## config.mk

```make
export PLATFORM = sky130hd
export DESIGN_NAME = hsvcm_acc
export DESIGN_NICKNAME = d
export VERILOG_FILES = /design/src/rtl/hsvcm_pkg.sv /design/src/rtl/hsvcm_acc.sv
export SDC_FILE = /design/constraint.sdc
export NUM_CORES = 2
export LEC_CHECK = 0
export BUFFER_PORTS_ARGS = -buffer_cell sky130_fd_sc_hd__buf_2
export CAP_MARGIN = 10
export CORE_ASPECT_RATIO = 2
export CORE_MARGIN = 5
export CORE_UTILIZATION = 50
export CTS_CLUSTER_DIAMETER = 50
export CTS_CLUSTER_SIZE = 24
export DETAILED_ROUTE_END_ITERATION = 7
export PLACE_DENSITY_LB_ADDON = 0.05
export SYNTH_ARGS = -nofsm -noshare
export SYNTH_HDL_FRONTEND = slang
export SYNTH_SLANG_ARGS = --single-unit
```

## constraint.sdc

```tcl
create_clock -name clock -period 5.25 [get_ports clock]
set_input_delay 0.525 -clock clock [delete_from_list [all_inputs] [get_ports clock]]
set_output_delay 0.525 -clock clock [all_outputs]
set_load 0.02 [all_outputs]
```

## src/rtl/hsvcm_pkg.sv

```systemverilog
`timescale 1ns / 1ps
package hsvcm_pkg;

   localparam int MAX_PIXELS = 1048576;
   localparam int CNT_W      = 21;
   localparam int PIX_W      = 8;
   localparam int SQ_W       = 16;
   localparam int CUBE_W     = 24;
   localparam int S1_W       = 28;
   localparam int S2_W       = 36;
   localparam int S3_W       = 44;
   localparam int D_W        = 56;
   localparam int N2_W       = 41;
   localparam int RES_W      = 16;
   localparam int NUM_CH     = 3;
   localparam int CH_W       = 2;

   // wide multiply: limb-serial over a 32x32 multiplier
   localparam int WIDE_W     = 256;
   localparam int LIMB_W     = 32;
   localparam int LIMB_SH    = 5;
   localparam int NLIMB      = WIDE_W / LIMB_W;
   localparam int LIMB_IX_W  = 3;

   localparam int STEP_W     = 4;
   localparam int NUM_STEPS  = 10;

   localparam logic [RES_W-1:0] CAP_FULL = 16'hFFFF;
   localparam logic [RES_W-1:0] CAP_POS  = 16'h7FFF;
   localparam logic [RES_W-1:0] CAP_NEG  = 16'h8000;

   typedef enum logic [3:0] {
      SRC_N, SRC_NX2, SRC_N3, SRC_S1, SRC_S1X2, SRC_S2, SRC_S3, SRC_S1SQ,
      SRC_N2, SRC_D, SRC_TMP, SRC_TSH, SRC_NEG, SRC_MID, SRC_MIDSQ
   } src_type;

   typedef enum logic [2:0] {
      DST_TMP, DST_S1SQ_D, DST_N2, DST_POS, DST_POS_ADD, DST_T, DST_NEG
   } dst_type;

   typedef enum logic [1:0] {
      SRCH_MEAN, SRCH_DEV, SRCH_SKEW
   } srch_type;

   typedef enum logic [2:0] {
      OP_NOP, OP_LOAD, OP_WRITE, OP_SINIT, OP_SSTEP, OP_SSAVE, OP_OUT
   } dp_op_type;

   typedef struct packed {
      dp_op_type        op;
      src_type          opa;
      src_type          opb;
      dst_type          dst;
      srch_type         srch;
      logic [CH_W-1:0]  ch;
   } dp_cmd_type;

   typedef struct packed {
      logic mul_done;
      logic srch_done;
      logic out_full;
   } dp_stat_type;

   typedef struct packed {
      logic fin;
      logic hold;
   } acc_stat_type;

   typedef struct packed {
      src_type opa;
      src_type opb;
      dst_type dst;
   } ustep_type;

   // per-channel sequence of wide products ahead of the three searches
   function automatic ustep_type ustep(input logic [STEP_W-1:0] idx);
      ustep_type u;
      case (idx)
         4'd0: u = '{opa: SRC_N,    opb: SRC_S2,   dst: DST_TMP};
         4'd1: u = '{opa: SRC_S1,   opb: SRC_S1,   dst: DST_S1SQ_D};
         4'd2: u = '{opa: SRC_N,    opb: SRC_N,    dst: DST_N2};
         4'd3: u = '{opa: SRC_N2,   opb: SRC_S3,   dst: DST_POS};
         4'd4: u = '{opa: SRC_S1SQ, opb: SRC_S1X2, dst: DST_POS_ADD};
         4'd5: u = '{opa: SRC_N3,   opb: SRC_S1,   dst: DST_TMP};
         4'd6: u = '{opa: SRC_TMP,  opb: SRC_S2,   dst: DST_T};
         4'd7: u = '{opa: SRC_TSH,  opb: SRC_TSH,  dst: DST_POS};
         4'd8: u = '{opa: SRC_D,    opb: SRC_D,    dst: DST_TMP};
         4'd9: u = '{opa: SRC_TMP,  opb: SRC_D,    dst: DST_NEG};
         default: u = '{opa: SRC_N, opb: SRC_S2,   dst: DST_TMP};
      endcase
      return u;
   endfunction

endpackage

```

## src/rtl/hsvcm_acc.sv

```systemverilog
`timescale 1ns / 1ps
module hsvcm_acc (
   input  logic                                     clock,
   input  logic                                     reset,
   input  logic                                     accept,
   input  logic [hsvcm_pkg::PIX_W-1:0]              hue,
   input  logic [hsvcm_pkg::PIX_W-1:0]              saturation,
   input  logic [hsvcm_pkg::PIX_W-1:0]              brightness,
   input  logic                                     last_pixel,
   input  logic                                     clear,
   output logic [hsvcm_pkg::CNT_W-1:0]              n,
   output logic [2:0][hsvcm_pkg::S1_W-1:0]          s1,
   output logic [2:0][hsvcm_pkg::S2_W-1:0]          s2,
   output logic [2:0][hsvcm_pkg::S3_W-1:0]          s3,
   output logic                                     dropped,
   output hsvcm_pkg::acc_stat_type                  stat
);
   import hsvcm_pkg::*;

   logic                       v1_ff, last1_ff, fin_ff;
   logic [2:0][PIX_W-1:0]      x1_ff;
   logic [2:0][SQ_W-1:0]       sq1_ff;
   logic [CNT_W-1:0]           cnt_ff;
   logic [2:0][S1_W-1:0]       s1_ff;
   logic [2:0][S2_W-1:0]       s2_ff;
   logic [2:0][S3_W-1:0]       s3_ff;
   logic                       drop_ff;
   logic [2:0][PIX_W-1:0]      x_in;
   logic [2:0][CUBE_W-1:0]     cube;

   assign x_in = {brightness, saturation, hue};

   always_comb begin
      for (int c = 0; c < NUM_CH; c++) begin
         cube[c] = CUBE_W'(sq1_ff[c]) * CUBE_W'(x1_ff[c]);
      end
   end

   always_ff @(posedge clock) begin
      if (reset) begin
         v1_ff <= 1'b0;
         fin_ff <= 1'b0;
      end else begin
         v1_ff <= accept;
         fin_ff <= v1_ff && last1_ff;
      end
   end

   always_ff @(posedge clock) begin
      last1_ff <= last_pixel;
      for (int c = 0; c < NUM_CH; c++) begin
         x1_ff[c] <= x_in[c];
         sq1_ff[c] <= SQ_W'(x_in[c]) * SQ_W'(x_in[c]);
      end
   end

   // hold the count at capacity and flag the rest
   always_ff @(posedge clock) begin
      if (reset || clear) begin
         cnt_ff <= '0;
         s1_ff <= '0;
         s2_ff <= '0;
         s3_ff <= '0;
         drop_ff <= 1'b0;
      end else if (v1_ff) begin
         if (cnt_ff < CNT_W'(MAX_PIXELS)) begin
            cnt_ff <= cnt_ff + 1'b1;
            for (int c = 0; c < NUM_CH; c++) begin
               s1_ff[c] <= s1_ff[c] + S1_W'(x1_ff[c]);
               s2_ff[c] <= s2_ff[c] + S2_W'(sq1_ff[c]);
               s3_ff[c] <= s3_ff[c] + S3_W'(cube[c]);
            end
         end else begin
            drop_ff <= 1'b1;
         end
      end
   end

   assign n = cnt_ff;
   assign s1 = s1_ff;
   assign s2 = s2_ff;
   assign s3 = s3_ff;
   assign dropped = drop_ff;
   assign stat.fin = fin_ff;
   assign stat.hold = (v1_ff && last1_ff) || fin_ff;

endmodule

```

==> impl_metrics.toml <==
[setup_path]
path_cells = "buf_6 -> nand2_4 -> fa_1 -> inv_1 -> fa_1 -> fa_1 -> inv_2 -> fa_1 -> inv_2 -> ha_4 -> a21oi_2 -> nor4b_4 -> a211o_1 -> o21a_4 -> o21ai_4 -> a41oi_4 -> or4_4 -> a21oi_2"
crit_path_frequent_cell = "fa_1"
critPathLaunch = "sq1_ff[22]"
cp-end-kind = "flip-flop"
required_ns = 5.77
worstSetupStartpointType = "flip-flop"
path_class = "reg -> reg"
worst_ep_arrival_time_ns = 5.67
r2r_start = "sq1_ff[22]"
worstPathMaxFanout = 7
max_stage_delay_ns = 0.59
crit_path_top_delay_cell = "or4_4"

[clocking]
htreeDepth = 2
tritoncts = "done"
clkLatencyLatePin_ns = 0.61
cts_buffer_depth = 3
clkTransAtPathRegs_ns = 0.08
cts_sinks = 415
cts_buffers = 38
clock-root-buffer = "clkbuf_16"

[power_and_ir_drop]
p_leak_nw = 20.4
p_per_area_nw_per_um2 = 808
vdd_drop_max_uv = 1060

[die]
fp-row-count = 141
fp.dieArea_um2 = 80400
core_area_um2 = 73900
die_x_um = 203
start_util = 0.504
die_y_um = 396
io_pins = 377

[synthesis]
synthCells = 4396
yosys_warnings = 0
synth_common_cells = "inv_1, nand2_1, dfxtp_1, fa_1, a21oi_1"
synthTopCellsByArea = "dfxtp_1, fa_1, ha_1, inv_1, nand2_1"
synth_area_leader_cell = "dfxtp_1"
synth-edff-count = 0
synth_flop_cell = "dfxtp_1"
ys_types = 79
syn_area_per_cell_um2 = 8.47
synthArstFlopShare = 0
syn_area_um2 = 37200
synth_top_area_frac = 0.223
yosysMostFrequentCell = "inv_1"
seq_area_frac_synth = 0.223
synth.ff_latch_count = 415

[detailed_routing]
first_iter_violations = 1170
num_vias = 32000
wl_per_cell_um = 19.4
via_per_inst = 5.51
met3WireLength_mm = 6.80
drt-total-wl_mm = 112
wl_met2_mm = 59.1
drt-met1-wl_mm = 41.9
firstDrtPassIters = 5
highest_layer = "met4"
ant_nets = 0
drc_errors = 0

[cells_and_area]
layoutNonFillerInstCount = 5801
drive_gt1_frac = 0.150
area_growth_pct = 15.1
fin_util = 0.580
nets = 5569
num-fill-cells = 6990

[sta]
post-route-period-util = 0.983
maxSlewHeadroom = 0.200
timing_hold_violations_final = 0
setup_violations = 0
skew_ns = 0.0371
max_freq_mhz = 194
maxSlewViolCount = 0
worst_pin_slew_ns = 1.20
min_period_ns = 5.16
rsz0062_at_grt = "yes"

[global_route]
grt_pass1_wl_mm = 179
grt_pass1_vias = 33000
grt_max_degree = 83
grt_overflow = 0
track_usage = 0.278
antenna_found_initial = 2

[flow_run]
maxCapViolCount = 0

[placement]
place.gp.congestion = 0.896
dp_hpwl_mm = 88.6
io_buffer_count = 376
dp.cells = 5711

[hold_path]
hold_class = "in -> reg"
min-delay-start = "last_pixel"

[status]
status = "finished clean"
sequential cells by signal, indices dropped and copies added (netlist names):
| register | flops |
|---|---|
| s2 | 108 |
| fin_ff | 1 |
| sq1_ff | 45 |
| x1_ff | 21 |
| s1 | 84 |
| s3 | 132 |
| dropped | 1 |
| v1_ff | 1 |
| last1_ff | 1 |
| n | 21 |
per-layer routing:
layer  vias to the layer above  GRT usage
met3                       212     0.0632
met5                         -          0
met1                     15700      0.305
met4                         0     0.0995
li1                      15300          -
met2                       708      0.519
cell usage in the layout, fill, tap and decap left out, drive strengths merged, types with 13 or more instances in the layout:
master	n
fa	384
or4	23
and3	55
dfxtp	415
o21a	25
inv	618
nand2b	16
clkbuf	43
a21o	58
mux2i	48
and4	13
buf	543
nand4	38
nor2	195
o31ai	23
a211oi	43
o211ai	24
nor2b	28
ha	313
xor2	74
nand2	578
a21boi	15
conb	14
o21bai	15
o21ai	175
or3	98
a21oi	316
nor3	37
nand3	64
and2	307
a31oi	19
xnor2	114
critical path, delay by kind of cell, from the launching register on:
kind            cells  cell delay (ns)
compound gates      6             1.33
fa+ha+maj           5             2.31
buf+inv             4             0.29
flops               1             0.38
simple gates        3             0.77
metrics by stage:
stage,hold slack (ns),total power [mW],TNS (ns),setup WS (ns),cell area (µm²)
after floorplan,0.419,22.8,0,0.186,37300
after global placement,0.425,30.5,-0.211,-0.0500,41000
after detailed placement,0.434,30.7,-0.718,-0.109,41000
after CTS,0.00533,34.1,0,0.00386,42400
after global routing,0.0154,38.6,-0.0551,-0.0311,42900
final,0.0313,34.7,0,0.0918,42900
path summary, 6_finish.rpt:
path	depth (start not counted)	to	slack [ns]
worst max-delay path	18	s3[85]	0.09
worst min-delay path	1	last1_ff	0.03
worst max register to register	18	s3[85]	0.09
worst min register to register	2	fin_ff	0.44
cell type report:
cell class / count / area, µm² / share of cell area
antenna: 1 / 2.50 / 0.0000584
clock buffer: 42 / 986 / 0.0230
clock inverter: 26 / 349 / 0.00814
inverter: 607 / 2280 / 0.0531
multi-input combinational: 3237 / 26400 / 0.615
sequential: 415 / 8410 / 0.196
tap: 929 / 1160 / 0.0271
timing repair buffer: 544 / 3300 / 0.0771
power by group:
| group | switching [mW] | internal (mW) |
|---|---|---|
| clock network | 1.46 | 1.66 |
| logic | 15.1 | 12.5 |
| registers | 0.490 | 3.46 |
cells by family (layout without fill, tap and decap cells):
group                      after synthesis  count (layout)  synth area share
buffers and inverters                  757            1219            0.0768
adders and majority gates              697             697             0.312
DFF                                    415             415             0.223
other                                    2              15          0.000202
and+or+nand+nor                       1485            1485             0.197
AOI/OAI and AO/OA                      801             802             0.133
xor gates and xnor gates               188             188            0.0442
muxes                                   51              51            0.0138
timing repair:
action,4_1_cts,5_1_grt
hold buffers,0,0
endpoints found under the setup margin,16,59
resized for setup,20,108
buffers inserted,1,18
gates cloned,1,0
pin swaps,6,51
(Power assumes the default switching activity.)
