File: config.mk
export PLATFORM = sky130hd
export DESIGN_NAME = hsvcm_ctrl
export DESIGN_NICKNAME = d
export VERILOG_FILES = /design/src/rtl/hsvcm_pkg.sv /design/src/rtl/hsvcm_ctrl.sv
export SDC_FILE = /design/constraint.sdc
export NUM_CORES = 1
export LEC_CHECK = 0
export BUFFER_PORTS_ARGS = -buffer_cell sky130_fd_sc_hd__buf_4
export CAP_MARGIN = 15
export CORE_AREA = 2 2 61 63
export DETAILED_ROUTE_END_ITERATION = 10
export DIE_AREA = 0 0 63 65
export PLACE_DENSITY_LB_ADDON = 0.2
export SKIP_LAST_GASP = 1
export SYNTH_ARGS = -nofsm -noshare
export SYNTH_HDL_FRONTEND = slang
export SYNTH_SLANG_ARGS = --single-unit
File: constraint.sdc
create_clock -name clock -period 6.6 [get_ports clock]
set_input_delay 0.66 -clock clock [delete_from_list [all_inputs] [get_ports clock]]
set_output_delay 0.66 -clock clock [all_outputs]
set_load 0.05 [all_outputs]
File: src/rtl/hsvcm_pkg.sv
`timescale 1ns / 1ps
package hsvcm_pkg;

   localparam int MAX_PIXELS = 1048576;
   localparam int CNT_W      = 21;
   localparam int PIX_W      = 8;
   localparam int SQ_W       = 16;
   localparam int CUBE_W     = 24;
   localparam int S1_W       = 28;
   localparam int S2_W       = 36;
   localparam int S3_W       = 44;
   localparam int D_W        = 56;
   localparam int N2_W       = 41;
   localparam int RES_W      = 16;
   localparam int NUM_CH     = 3;
   localparam int CH_W       = 2;

   // wide multiply: limb-serial over a 32x32 multiplier
   localparam int WIDE_W     = 256;
   localparam int LIMB_W     = 32;
   localparam int LIMB_SH    = 5;
   localparam int NLIMB      = WIDE_W / LIMB_W;
   localparam int LIMB_IX_W  = 3;

   localparam int STEP_W     = 4;
   localparam int NUM_STEPS  = 10;

   localparam logic [RES_W-1:0] CAP_FULL = 16'hFFFF;
   localparam logic [RES_W-1:0] CAP_POS  = 16'h7FFF;
   localparam logic [RES_W-1:0] CAP_NEG  = 16'h8000;

   typedef enum logic [3:0] {
      SRC_N, SRC_NX2, SRC_N3, SRC_S1, SRC_S1X2, SRC_S2, SRC_S3, SRC_S1SQ,
      SRC_N2, SRC_D, SRC_TMP, SRC_TSH, SRC_NEG, SRC_MID, SRC_MIDSQ
   } src_type;

   typedef enum logic [2:0] {
      DST_TMP, DST_S1SQ_D, DST_N2, DST_POS, DST_POS_ADD, DST_T, DST_NEG
   } dst_type;

   typedef enum logic [1:0] {
      SRCH_MEAN, SRCH_DEV, SRCH_SKEW
   } srch_type;

   typedef enum logic [2:0] {
      OP_NOP, OP_LOAD, OP_WRITE, OP_SINIT, OP_SSTEP, OP_SSAVE, OP_OUT
   } dp_op_type;

   typedef struct packed {
      dp_op_type        op;
      src_type          opa;
      src_type          opb;
      dst_type          dst;
      srch_type         srch;
      logic [CH_W-1:0]  ch;
   } dp_cmd_type;

   typedef struct packed {
      logic mul_done;
      logic srch_done;
      logic out_full;
   } dp_stat_type;

   typedef struct packed {
      logic fin;
      logic hold;
   } acc_stat_type;

   typedef struct packed {
      src_type opa;
      src_type opb;
      dst_type dst;
   } ustep_type;

   // per-channel sequence of wide products ahead of the three searches
   function automatic ustep_type ustep(input logic [STEP_W-1:0] idx);
      ustep_type u;
      case (idx)
         4'd0: u = '{opa: SRC_N,    opb: SRC_S2,   dst: DST_TMP};
         4'd1: u = '{opa: SRC_S1,   opb: SRC_S1,   dst: DST_S1SQ_D};
         4'd2: u = '{opa: SRC_N,    opb: SRC_N,    dst: DST_N2};
         4'd3: u = '{opa: SRC_N2,   opb: SRC_S3,   dst: DST_POS};
         4'd4: u = '{opa: SRC_S1SQ, opb: SRC_S1X2, dst: DST_POS_ADD};
         4'd5: u = '{opa: SRC_N3,   opb: SRC_S1,   dst: DST_TMP};
         4'd6: u = '{opa: SRC_TMP,  opb: SRC_S2,   dst: DST_T};
         4'd7: u = '{opa: SRC_TSH,  opb: SRC_TSH,  dst: DST_POS};
         4'd8: u = '{opa: SRC_D,    opb: SRC_D,    dst: DST_TMP};
         4'd9: u = '{opa: SRC_TMP,  opb: SRC_D,    dst: DST_NEG};
         default: u = '{opa: SRC_N, opb: SRC_S2,   dst: DST_TMP};
      endcase
      return u;
   endfunction

endpackage

File: src/rtl/hsvcm_ctrl.sv
`timescale 1ns / 1ps
module hsvcm_ctrl (
   input  logic                      clock,
   input  logic                      reset,
   input  hsvcm_pkg::acc_stat_type   acc_stat,
   input  hsvcm_pkg::dp_stat_type    stat,
   output hsvcm_pkg::dp_cmd_type     cmd,
   output logic                      acc_clear,
   output logic                      req_ready
);
   import hsvcm_pkg::*;

   typedef enum logic [6:0] {
      ST_ACC   = 7'b0000001,
      ST_LOAD  = 7'b0000010,
      ST_MWAIT = 7'b0000100,
      ST_SINIT = 7'b0001000,
      ST_SCHK  = 7'b0010000,
      ST_SWAIT = 7'b0100000,
      ST_OUT   = 7'b1000000
   } state_type;

   state_type           state_ff, state_in;
   logic [STEP_W-1:0]   step_ff, step_in;
   logic [CH_W-1:0]     ch_ff, ch_in;
   srch_type            srch_ff, srch_in;
   ustep_type           us;

   assign us = ustep(step_ff);

   always_comb begin
      state_in = state_ff;
      step_in = step_ff;
      ch_in = ch_ff;
      srch_in = srch_ff;
      acc_clear = 1'b0;
      cmd = '{op: OP_NOP, opa: us.opa, opb: us.opb, dst: us.dst,
              srch: srch_ff, ch: ch_ff};
      case (state_ff)
         ST_ACC: begin
            if (acc_stat.fin) begin
               ch_in = '0;
               step_in = '0;
               state_in = ST_LOAD;
            end
         end
         ST_LOAD: begin
            cmd.op = OP_LOAD;
            state_in = ST_MWAIT;
         end
         ST_MWAIT: begin
            if (stat.mul_done) begin
               cmd.op = OP_WRITE;
               if (step_ff == STEP_W'(NUM_STEPS-1)) begin
                  srch_in = SRCH_MEAN;
                  state_in = ST_SINIT;
               end else begin
                  step_in = step_ff + 1'b1;
                  state_in = ST_LOAD;
               end
            end
         end
         ST_SINIT: begin
            cmd.op = OP_SINIT;
            state_in = ST_SCHK;
         end
         ST_SCHK: begin
            if (stat.srch_done) begin
               cmd.op = OP_SSAVE;
               case (srch_ff)
                  SRCH_MEAN: begin
                     srch_in = SRCH_DEV;
                     state_in = ST_SINIT;
                  end
                  SRCH_DEV: begin
                     srch_in = SRCH_SKEW;
                     state_in = ST_SINIT;
                  end
                  default: begin
                     if (ch_ff == CH_W'(NUM_CH-1)) begin
                        state_in = ST_OUT;
                     end else begin
                        ch_in = ch_ff + 1'b1;
                        step_in = '0;
                        state_in = ST_LOAD;
                     end
                  end
               endcase
            end else begin
               cmd.op = OP_LOAD;
               case (srch_ff)
                  SRCH_MEAN: begin
                     cmd.opa = SRC_MID;
                     cmd.opb = SRC_NX2;
                  end
                  SRCH_DEV: begin
                     cmd.opa = SRC_MIDSQ;
                     cmd.opb = SRC_N2;
                  end
                  default: begin
                     cmd.opa = SRC_MIDSQ;
                     cmd.opb = SRC_NEG;
                  end
               endcase
               state_in = ST_SWAIT;
            end
         end
         ST_SWAIT: begin
            if (stat.mul_done) begin
               cmd.op = OP_SSTEP;
               state_in = ST_SCHK;
            end
         end
         ST_OUT: begin
            // wait for the previous word to drain
            if (!stat.out_full) begin
               cmd.op = OP_OUT;
               acc_clear = 1'b1;
               state_in = ST_ACC;
            end
         end
         default: begin
            state_in = ST_ACC;
         end
      endcase
   end

   always_ff @(posedge clock) begin
      if (reset) begin
         state_ff <= ST_ACC;
         step_ff <= '0;
         ch_ff <= '0;
         srch_ff <= SRCH_MEAN;
      end else begin
         state_ff <= state_in;
         step_ff <= step_in;
         ch_ff <= ch_in;
         srch_ff <= srch_in;
      end
   end

   assign req_ready = (state_ff == ST_ACC) && !acc_stat.hold;

endmodule
==> results of run 1 <==
-- metrics by stage --
step	util [%]	worst slack, ns
after floorplan	-	3.603
after global placement	48.57	3.732
after detailed placement	48.57	3.673
after CTS	50.07	3.303
after global routing	50.07	3.202
final	50.07	3.315
-- report_power, final --
part / internal [mW] / total, mW / leakage, nW / switching, mW
clock network: 0.0614 / 0.108 / 0.0279 / 0.0471
logic: 0.0115 / 0.0292 / 0.504 / 0.0177
registers: 0.159 / 0.162 / 0.210 / 0.00385
-- state kept, by name (all words and copies together) (netlist names) --
signal / count
srch_ff: 2
state_ff: 7
step_ff: 4
us: 11
ch_ff: 2
-- critical path: cells and delay by family (launching register included) --
| kind | cells | cell delay [ns] |
|---|---|---|
| flops | 1 | 0.36 |
| mux | 1 | 0.36 |
| simple gates | 3 | 1.39 |
| buf+inv | 1 | 0.19 |
-- layout by cell type (no fill, tap or decap), types with 2 or more instances in the layout --
cell,n
nor2b_1,3
inv_1,10
nand2_1,15
a21oi_1,8
dfxtp_1,26
nand4_1,4
clkbuf_4,3
mux2i_1,3
o21ai_0,6
a211oi_1,5
nand3b_1,4
nand3_1,7
o21a_1,2
nor3_1,4
ha_1,6
nor4_1,2
nor3b_1,3
nand2b_1,5
o211ai_1,2
nor2_1,21
buf_4,26
or2_2,2
-- final cells by class --
cell class	instances	area (µm²)	share of cell area [%]
tap	48	60.06	3.431
clock inverter	1	30.03	1.716
sequential	26	520.5	29.74
multi-input combinational	129	860.8	49.18
timing repair buffer	26	195.2	11.15
inverter	13	61.31	3.502
clock buffer	3	22.52	1.287
-- routing by layer --
layer / vias up / track usage, % / routed length [µm]
met2: 22 / 33.24 / 1685
met4: 0 / 5.000 / 17
met3: 2 / 2.431 / 109
met5: - / 0 / 0
met1: 613 / 21.48 / 1550
li1: 670 / - / -
-- cell families after synthesis --
family          synth area share, %
flops                         34.49
xor+xnor                     0.5805
buf+inv                       8.458
fa+ha+maj                     4.975
mux                           2.736
compound gates                18.24
simple gates                  30.51
-- path summary, 6_finish.rpt --
| kind | endpoint | cells past startpoint |
|---|---|---|
| hold / removal | ch_ff[0]$_SDFFE_PP0P_ | 2 |
| hold reg to reg | ch_ff[0]$_SDFFE_PP0P_ | 2 |
| setup / recovery | cmd[9] | 5 |
| setup reg to reg | us[1]$_DFF_P_ | 10 |
==> flow_summary.yaml, run 1 <==
synthesis:
  synth_warnings: 0
  syn_area_um2: 1509
  ys_top_cells_by_area: "dfxtp_1 (34%), nor2_1 (5.2%), ha_1 (5.0%)"
  yosysMostFrequentCell: "dfxtp_1"
  yosysUniqueCellTypes: 54
  netlist_top_cells_count: "dfxtp_1 (26), nor2_1 (21), nand2_1 (15)"
  synth_flop_cell: "dfxtp_1"
  yosysTopAreaCell: "dfxtp_1"
  ys_seq_elements: 26
  ys_seq_area_share_pct: 34.49
  synthCells: 179
  avgSynthCellArea_um2: 8.430
  synth_edf_count: 0
  syn_nets: 192
  synth_async_sr_flop_share_pct: 0
  synth.top_cell.area_share_pct: 34.49
worst_setup_path:
  startpoint_type: "flop"
  critPathMaxFanout: 11
  path_cells: "or4_4, or4b_4, nor2_4, mux2_2, buf_4"
  cp-end-kind: "output pin"
  crit_type: "reg2out"
  rrSetupSlack_ns: 3.81
  r2r_start: "state_ff[4]$_SDFFE_PP0P_"
  critPathSlowestCell: "or4_4"
  required_ns: 5.94
  timing.critical_path.arrival_ns: 2.62
  slowest_delay_ns: 0.62
  startpoint: "state_ff[1]$_SDFFE_PP0P_"
die:
  dieArea_um2: 4095
  start_util_pct: 43.16
  core_um2: 3496
  die_y_um: 65
  chipWidth_um: 63
  rows: 22
  ioPinCount: 27
timing:
  hold_viol: 0
  finalClockSkew_ns: 0.001620
  tns_ns: 0
  rsz0062_at_grt: "false"
  relSlewSlack_pct: 41.29
  max_freq_mhz: 304.4
  tightestPinTransition_ns: 0.8726
  min_period_over_period_pct: 49.77
  setup_viol: 0
  fin_crit_ns: 3.285
  finalMaxSlewViolations: 0
  whs_ns: 0.4987
grt:
  grt_overflow_total: 0
  first_global_vias: 1320
  grt_pass1_wl_um: 5885
  grt_max_degree: 16
  track_usage_pct: 17.91
  antenna_found_initial: 0
route:
  dr.pass1.iters: 4
  vias: 1307
  routedWlPerCell_um: 13.66
  wl_um: 3361
  detail-route-antenna-nets: 0
  drc: 0
  drtIter0Drc: 85
  via_per_inst: 5.313
hold_path:
  hold_path_class: "reg2reg"
  min_from: "ch_ff[0]$_SDFFE_PP0P_"
clock_network:
  clk_latency_ns: 0.32
  cts-root-buf: "clkbuf_4"
  cts_sinks: 26
  ctsResizeCount: 0
  cts.path.max_buffers: 2
  holdBufCountCts: 0
  clk_pin_slew_ns: 0.14
  post_cts_buffers: 0
  cts_made_buffers: 3
  cts_htree_levels: 1
  cts_tree: "done"
placed_design:
  numPortBuffers: 26
  dpl_cell_area_um2: 1698
  gp_congestion: 0.7841
  dpl.hpwl_um: 2568
  placed_cells: 242
pwr:
  power_density_nw_per_um2: 171.4
  ir_worst_vdd_mv: 0.07711
  power_mw: 0.3000
  leakagePower_nw: 0.7414
cells_and_area:
  antennaDiodeCount: 0
  final_nets: 212
  final_area_um2: 1750
  drive_gt1_share_pct: 22.22
  fillerInstances: 362
  final_cells: 246
  area_delta_synth_final_pct: 16.00
job:
  max_cap_violations: 0
status:
  outcome: "complete, no violations"
(Power assumes the default switching activity.)
==> run 2, diff against run 1 <==
- ABC_AREA: not set -> 1
- CORE_AREA: 2 2 61 63 -> 2 2 63 65
- DIE_AREA: 0 0 63 65 -> 0 0 65 67
- clock period: 6.6 -> 3.2 ns (I/O delays scaled with it)
==> run 2 against run 1 <==
Synthesized cell count rose by 23%. Sequential power grew to 2.7 times the previous value. Total power rose to 5.6 times the previous value. Largest cell class unchanged. Via count rose by 7.4%. Non-clock buffer count unchanged. Area after synthesis grew 6.9%. Hold slack got worse by 0.21 ns. Cell area is 8.3% higher. Sequential cell count unchanged. Critical path depth grew 5.
==> flow_summary.yaml, run 2 <==
die:
  chipWidth_um: 65
  rows: 22
  start_util_pct: 44.73
  ioPinCount: 27
  die_y_um: 67
  dieArea_um2: 4355
  core_um2: 3606
cells_and_area:
  drive_gt1_share_pct: 28.57
  layout.cells.most_common_list: "nand2_1 (39), inv_1 (28), dfxtp_1 (26), buf_4 (26), nor2_1 (24)"
  regArea_um2: 520.5
  largest_reg_flops: 11
  multi_input_area_um2: 925.9
  antennaDiodeCount: 0
  layout_commonest_cell: "nand2_1"
  final_cells: 293
  fillerInstances: 372
  final_area_um2: 1896
  final_nets: 259
  area_delta_synth_final_pct: 17.53
worst_setup_path:
  crit_type: "reg2out"
  timing.critical_path.arrival_ns: 2.12
  critPathMaxFanout: 6
  crit_family: "simple AND/OR/NAND/NOR gates"
  path_cells: "nor2_2, nand2_1, inv_2, nand2_2, nor2_1, inv_2, a21oi_1, inv_1, nand2_1, buf_4"
  rrSetupSlack_ns: 1.15
  slowest_delay_ns: 0.37
  required_ns: 2.88
  crit_buf_inv: 4
  critPathSlowestCell: "dfxtp_1"
  startpoint_type: "flop"
  cp-end-kind: "output pin"
timing:
  fin_crit_ns: 2.440
  tightestPinTransition_ns: 0.4517
  hold_viol: 0
  min_period_over_period_pct: 76.25
  tns_ns: 0
  setup_viol: 0
  finalMaxSlewViolations: 0
  relSlewSlack_pct: 69.85
  rsz0062_at_grt: "false"
  max_freq_mhz: 409.8
  whs_ns: 0.2898
  finalClockSkew_ns: 0.002822
placed_design:
  gp_congestion: 0.8471
  numPortBuffers: 26
  placed_cells: 289
  dpl_cell_area_um2: 1824
  dpl.hpwl_um: 2626
synthesis:
  yosysTopAreaCell: "dfxtp_1"
  ys_seq_area_share_pct: 32.27
  synth_edf_count: 0
  synth_async_sr_flop_share_pct: 0
  synthCells: 221
  yosysMostFrequentCell: "nand2_1"
  synth.top_cell.area_share_pct: 32.27
  avgSynthCellArea_um2: 7.298
  ys_seq_elements: 26
  netlist_top_cells_count: "nand2_1 (39), inv_1 (28), dfxtp_1 (26)"
  syn_nets: 234
  ys_top_cells_by_area: "dfxtp_1 (32%), nand2_1 (9.1%), nand3_1 (7.1%)"
  synth_flop_cell: "dfxtp_1"
  synth_warnings: 0
  yosysUniqueCellTypes: 34
  syn_area_um2: 1613
grt:
  first_global_vias: 1370
  use_met2_pct: 29.77
  track_usage_pct: 17.28
  grt_pass1_wl_um: 5789
  antenna_found_initial: 0
  grt_busiest_layer: "met2"
  grt_overflow_total: 0
  grt_max_degree: 16
  gr-usage-met3_pct: 2.703
  grt_use_met1_pct: 20.76
route:
  dr.pass1.iters: 4
  routedWlPerCell_um: 11.43
  drc: 0
  detail-route-antenna-nets: 0
  drtIter0Drc: 61
  via_per_inst: 4.792
  vias: 1404
  wl_um: 3348
clock_network:
  clk_latency_ns: 0.28
  cts_sinks: 26
  cts_tree: "done"
  clk_pin_slew_ns: 0.09
  cts-root-buf: "clkbuf_8"
  cts.path.max_buffers: 2
  holdBufCountCts: 0
  ctsResizeCount: 0
  cts_made_buffers: 3
  cts_htree_levels: 1
  post_cts_buffers: 0
job:
  max_cap_violations: 0
pwr:
  power_density_nw_per_um2: 889.1
  ir_worst_vdd_mv: 0.3442
  leakagePower_nw: 0.9188
hold_path:
  hold_path_class: "in2reg"
status:
  outcome: "complete, no violations"
run 2: changes by cell type after synthesis, moves of 5 or more:
cell      before  now
nand2_2        0   10
inv_1         10   28
nand3_1        7   23
nand3_2        0   10
nor2_2         1    6
nand2b_1       5    0
nand2_1       15   39
run 2: power breakdown:
group          switching [mW]  internal (mW)  total (mW)
clock network           0.113          0.168       0.281
logic                   0.665          0.296       0.961
registers              0.0431          0.400       0.443
run 2: cell families after synthesis:
logic type      Yosys count  synth area share [%]
simple gates            129                 43.91
buf+inv                  38                 10.32
flops                    26                 32.27
compound gates           21                 8.301
fa+ha+maj                 6                 4.655
xor+xnor                  1                0.5432
run 2: worst paths after layout:
kind | start | to | cells past startpoint
worst max-delay path | state_ff[2]$_SDFFE_PP0P_ | cmd[12] | 10
worst min-delay path | reset | state_ff[5]$_SDFFE_PP0P_ | 2
worst min register to register | ch_ff[1]$_SDFFE_PP0P_ | ch_ff[1]$_SDFFE_PP0P_ | 2
worst max register to register | ch_ff[0]$_SDFFE_PP0P_ | us[1]$_DFF_P_ | 15
run 2: cell type report:
type,count,share of cell area [%]
Timing Repair Buffer,26,10.30
Multi-Input combinational cell,157,48.84
Sequential cell,26,27.46
Clock inverter,1,1.584
Tap cell,48,3.168
Clock buffer,3,2.178
Inverter,32,6.469
run 2: layer usage:
metal,up-vias,share of wire (%)
li1,755,-
met1,618,48
met2,24,46
met3,7,3.3
met4,0,2.4
met5,-,0
run 2: metrics by stage:
step	utilization, %	setup WS, ns	total power [mW]
finish	52.57	0.7599	1.685
global route	52.57	0.5163	1.805
CTS	52.57	0.7157	1.693
detailed placement	50.59	1.046	1.414
global placement	50.59	1.046	1.414
floorplan	-	0.7407	1.242
==> run 3, diff against run 2 <==
- clock period: 3.2 -> 2.2 ns (I/O delays scaled with it)
==> run 3 against run 2 <==
Clock power grew 42%. Die area is the same. Hold slack lost 0.096 ns. Cell area grew 2.6%.
==> flow_summary.yaml, run 3 (same netlist as run 2, synthesis figures left out) <==
pwr:
  seqPwrFrac_pct: 25.8
  p_switching_mw: 1.200
  p_int_mw: 1.298
  ir_worst_vdd_mv: 0.5192
  p_sw_share_pct: 48.05
  leakagePower_nw: 0.9437
  pwr-share-comb_pct: 58.2
  power_density_nw_per_um2: 1284
  power_mw: 2.498
  pwr-share-clk_pct: 16.0
hold_path:
  min_path_cells: 2
  hold_path_class: "in2reg"
  hold_end: "srch_ff[0]$_SDFFE_PP0P_"
  min_from: "reset"
worst_setup_path:
  critPathMaxFanout: 6
  path_cells: "nor2_2, nand2_1, inv_2, nand2_2, nor2_2, inv_2, a21oi_2, inv_1, nand2_1, buf_4"
  slowest_delay_ns: 0.36
  timing.critical_path.arrival_ns: 1.80
  required_ns: 1.98
  critPathSlowestCell: "dfxtp_1"
  reg2regPathDepth: 15
  startpoint_type: "flop"
  r2r_start: "ch_ff[0]$_SDFFE_PP0P_"
  rr_endpoint: "us[1]$_DFF_P_"
  cp-end-kind: "output pin"
  crit_type: "reg2out"
  rrSetupSlack_ns: 0.23
grt:
  antenna_found_initial: 0
  grt_pass1_wl_um: 5885
  first_global_vias: 1345
  grt_overflow_total: 0
  track_usage_pct: 17.29
  grt_max_degree: 16
die:
  ioPinCount: 27
  rows: 22
  core_um2: 3606
  dieArea_um2: 4355
  die_y_um: 67
  chipWidth_um: 65
  start_util_pct: 44.73
placed_design:
  dpl.hpwl_um: 2663
  gp_congestion: 0.8209
  dpl_cell_area_um2: 1851
  numPortBuffers: 26
route:
  via_per_inst: 4.879
  dr.pass1.iters: 5
  drtIter0Drc: 89
  routedWlPerCell_um: 11.34
  wl_um: 3378
  vias: 1454
  detail-route-antenna-nets: 0
  drc: 0
status:
  outcome: "complete, no violations"
job:
  max_cap_violations: 0
timing:
  tns_ns: 0
  hold_viol: 0
  finalClockSkew_ns: 0.005454
  relSlewSlack_pct: 69.62
  max_freq_mhz: 496.3
  rsz0062_at_grt: "true"
  fin_crit_ns: 2.015
  finalMaxSlewViolations: 0
  setup_viol: 0
  min_period_over_period_pct: 91.59
  tightestPinTransition_ns: 0.4551
cells_and_area:
  antennaDiodeCount: 0
  largest_reg_flops: 11
  drive_gt1_share_pct: 32.00
  area_delta_synth_final_pct: 20.64
  final_area_um2: 1946
  layout.cells.most_common_list: "nand2_1 (39), buf_4 (31), inv_1 (28), dfxtp_1 (25), nand3_1 (23)"
  layout_commonest_cell: "nand2_1"
  fin_util_pct: 53.96
  final_nets: 264
clock_network:
  clk_pin_slew_ns: 0.09
  cts_htree_levels: 1
  cts_made_buffers: 3
  clk_latency_ns: 0.28
  cts_sinks: 26
  cts.path.max_buffers: 2
  cts_tree: "done"
  cts-root-buf: "clkbuf_8"
[run 3: cell types whose count changed in the layout (fill, tap and decap cells not counted)]
cell and change:
a21oi_1 -1, nor2_1 -3, o21ai_0 -1, dfxtp_1 -1, buf_4 +5, dfxtp_2 +1
a21oi_2 +1, o21ai_1 +1, nor2_2 +3
[run 3: per-stage QoR]
stage	std cells	hold slack [ns]	setup slack, ns
2_1_floorplan	221	0.3911	0.1103
4_1_cts	296	0.1864	0.04684
3_3_place_gp	292	0.4795	0.2324
3_5_place_dp	292	0.4790	0.1502
6_report	298	0.1939	0.1849
5_1_grt	298	0.1863	-0.001637
[run 3: repair_timing]
action,CTS,global route
setup buffers,0,2
gates resized for setup,0,3
hold buffers,0,0
endpoints found under the setup margin,0,5
[run 3: metal layers]
layer	up-vias	routed length (µm)	GRT usage [%]
li1	766	-	-
met1	653	1602	22.02
met2	30	1609	29.90
met3	5	117	2.027
met4	0	48	6.383
met5	-	0	0
[run 3: critical path: cells and delay by family (launching register included)]
family                 cells  cell delay, ns
DFF                        1            0.36
buffers and inverters      4            0.45
AOI/OAI and AO/OA          1            0.16
and+or+nand+nor            5            0.55
[run 3: how the worst max path moves through the flow]
| stage | startpoint | end | slack [ns] | cells past startpoint |
|---|---|---|---|---|
| after floorplan | ch_ff[0]$_SDFFE_PP0P_ | us[1]$_DFF_P_ | 0.11 | 15 |
| after global placement | ch_ff[0]$_SDFFE_PP0P_ | us[1]$_DFF_P_ | 0.23 | 15 |
| after detailed placement | ch_ff[0]$_SDFFE_PP0P_ | us[1]$_DFF_P_ | 0.15 | 15 |
| after CTS | state_ff[2]$_SDFFE_PP0P_ | cmd[12] | 0.05 | 10 |
| after global routing | state_ff[2]$_SDFFE_PP0P_ | cmd[10] | -0.002 | 10 |
| final | state_ff[2]$_SDFFE_PP0P_ | cmd[12] | 0.18 | 10 |
[run 3: area by class of cell]
class | count | area, µm²
fill | 375 | 1660
clock inverter | 1 | 30.03
timing repair buffer | 31 | 232.7
tap | 48 | 60.06
inverter | 32 | 122.6
multi-input combinational | 157 | 937.1
clock buffer | 3 | 41.29
sequential | 26 | 521.8
[run 3: power groups by stage]
| stage | Clock (mW) | Combinational, mW | Sequential [mW] |
|---|---|---|---|
| final | 0.400 | 1.45 | 0.646 |
| after global routing | 0.427 | 1.59 | 0.659 |
| after CTS | 0.409 | 1.42 | 0.645 |
| after detailed placement | 0 | 1.41 | 0.656 |
| after global placement | 0 | 1.41 | 0.654 |
| after floorplan | 0 | 1.13 | 0.674 |
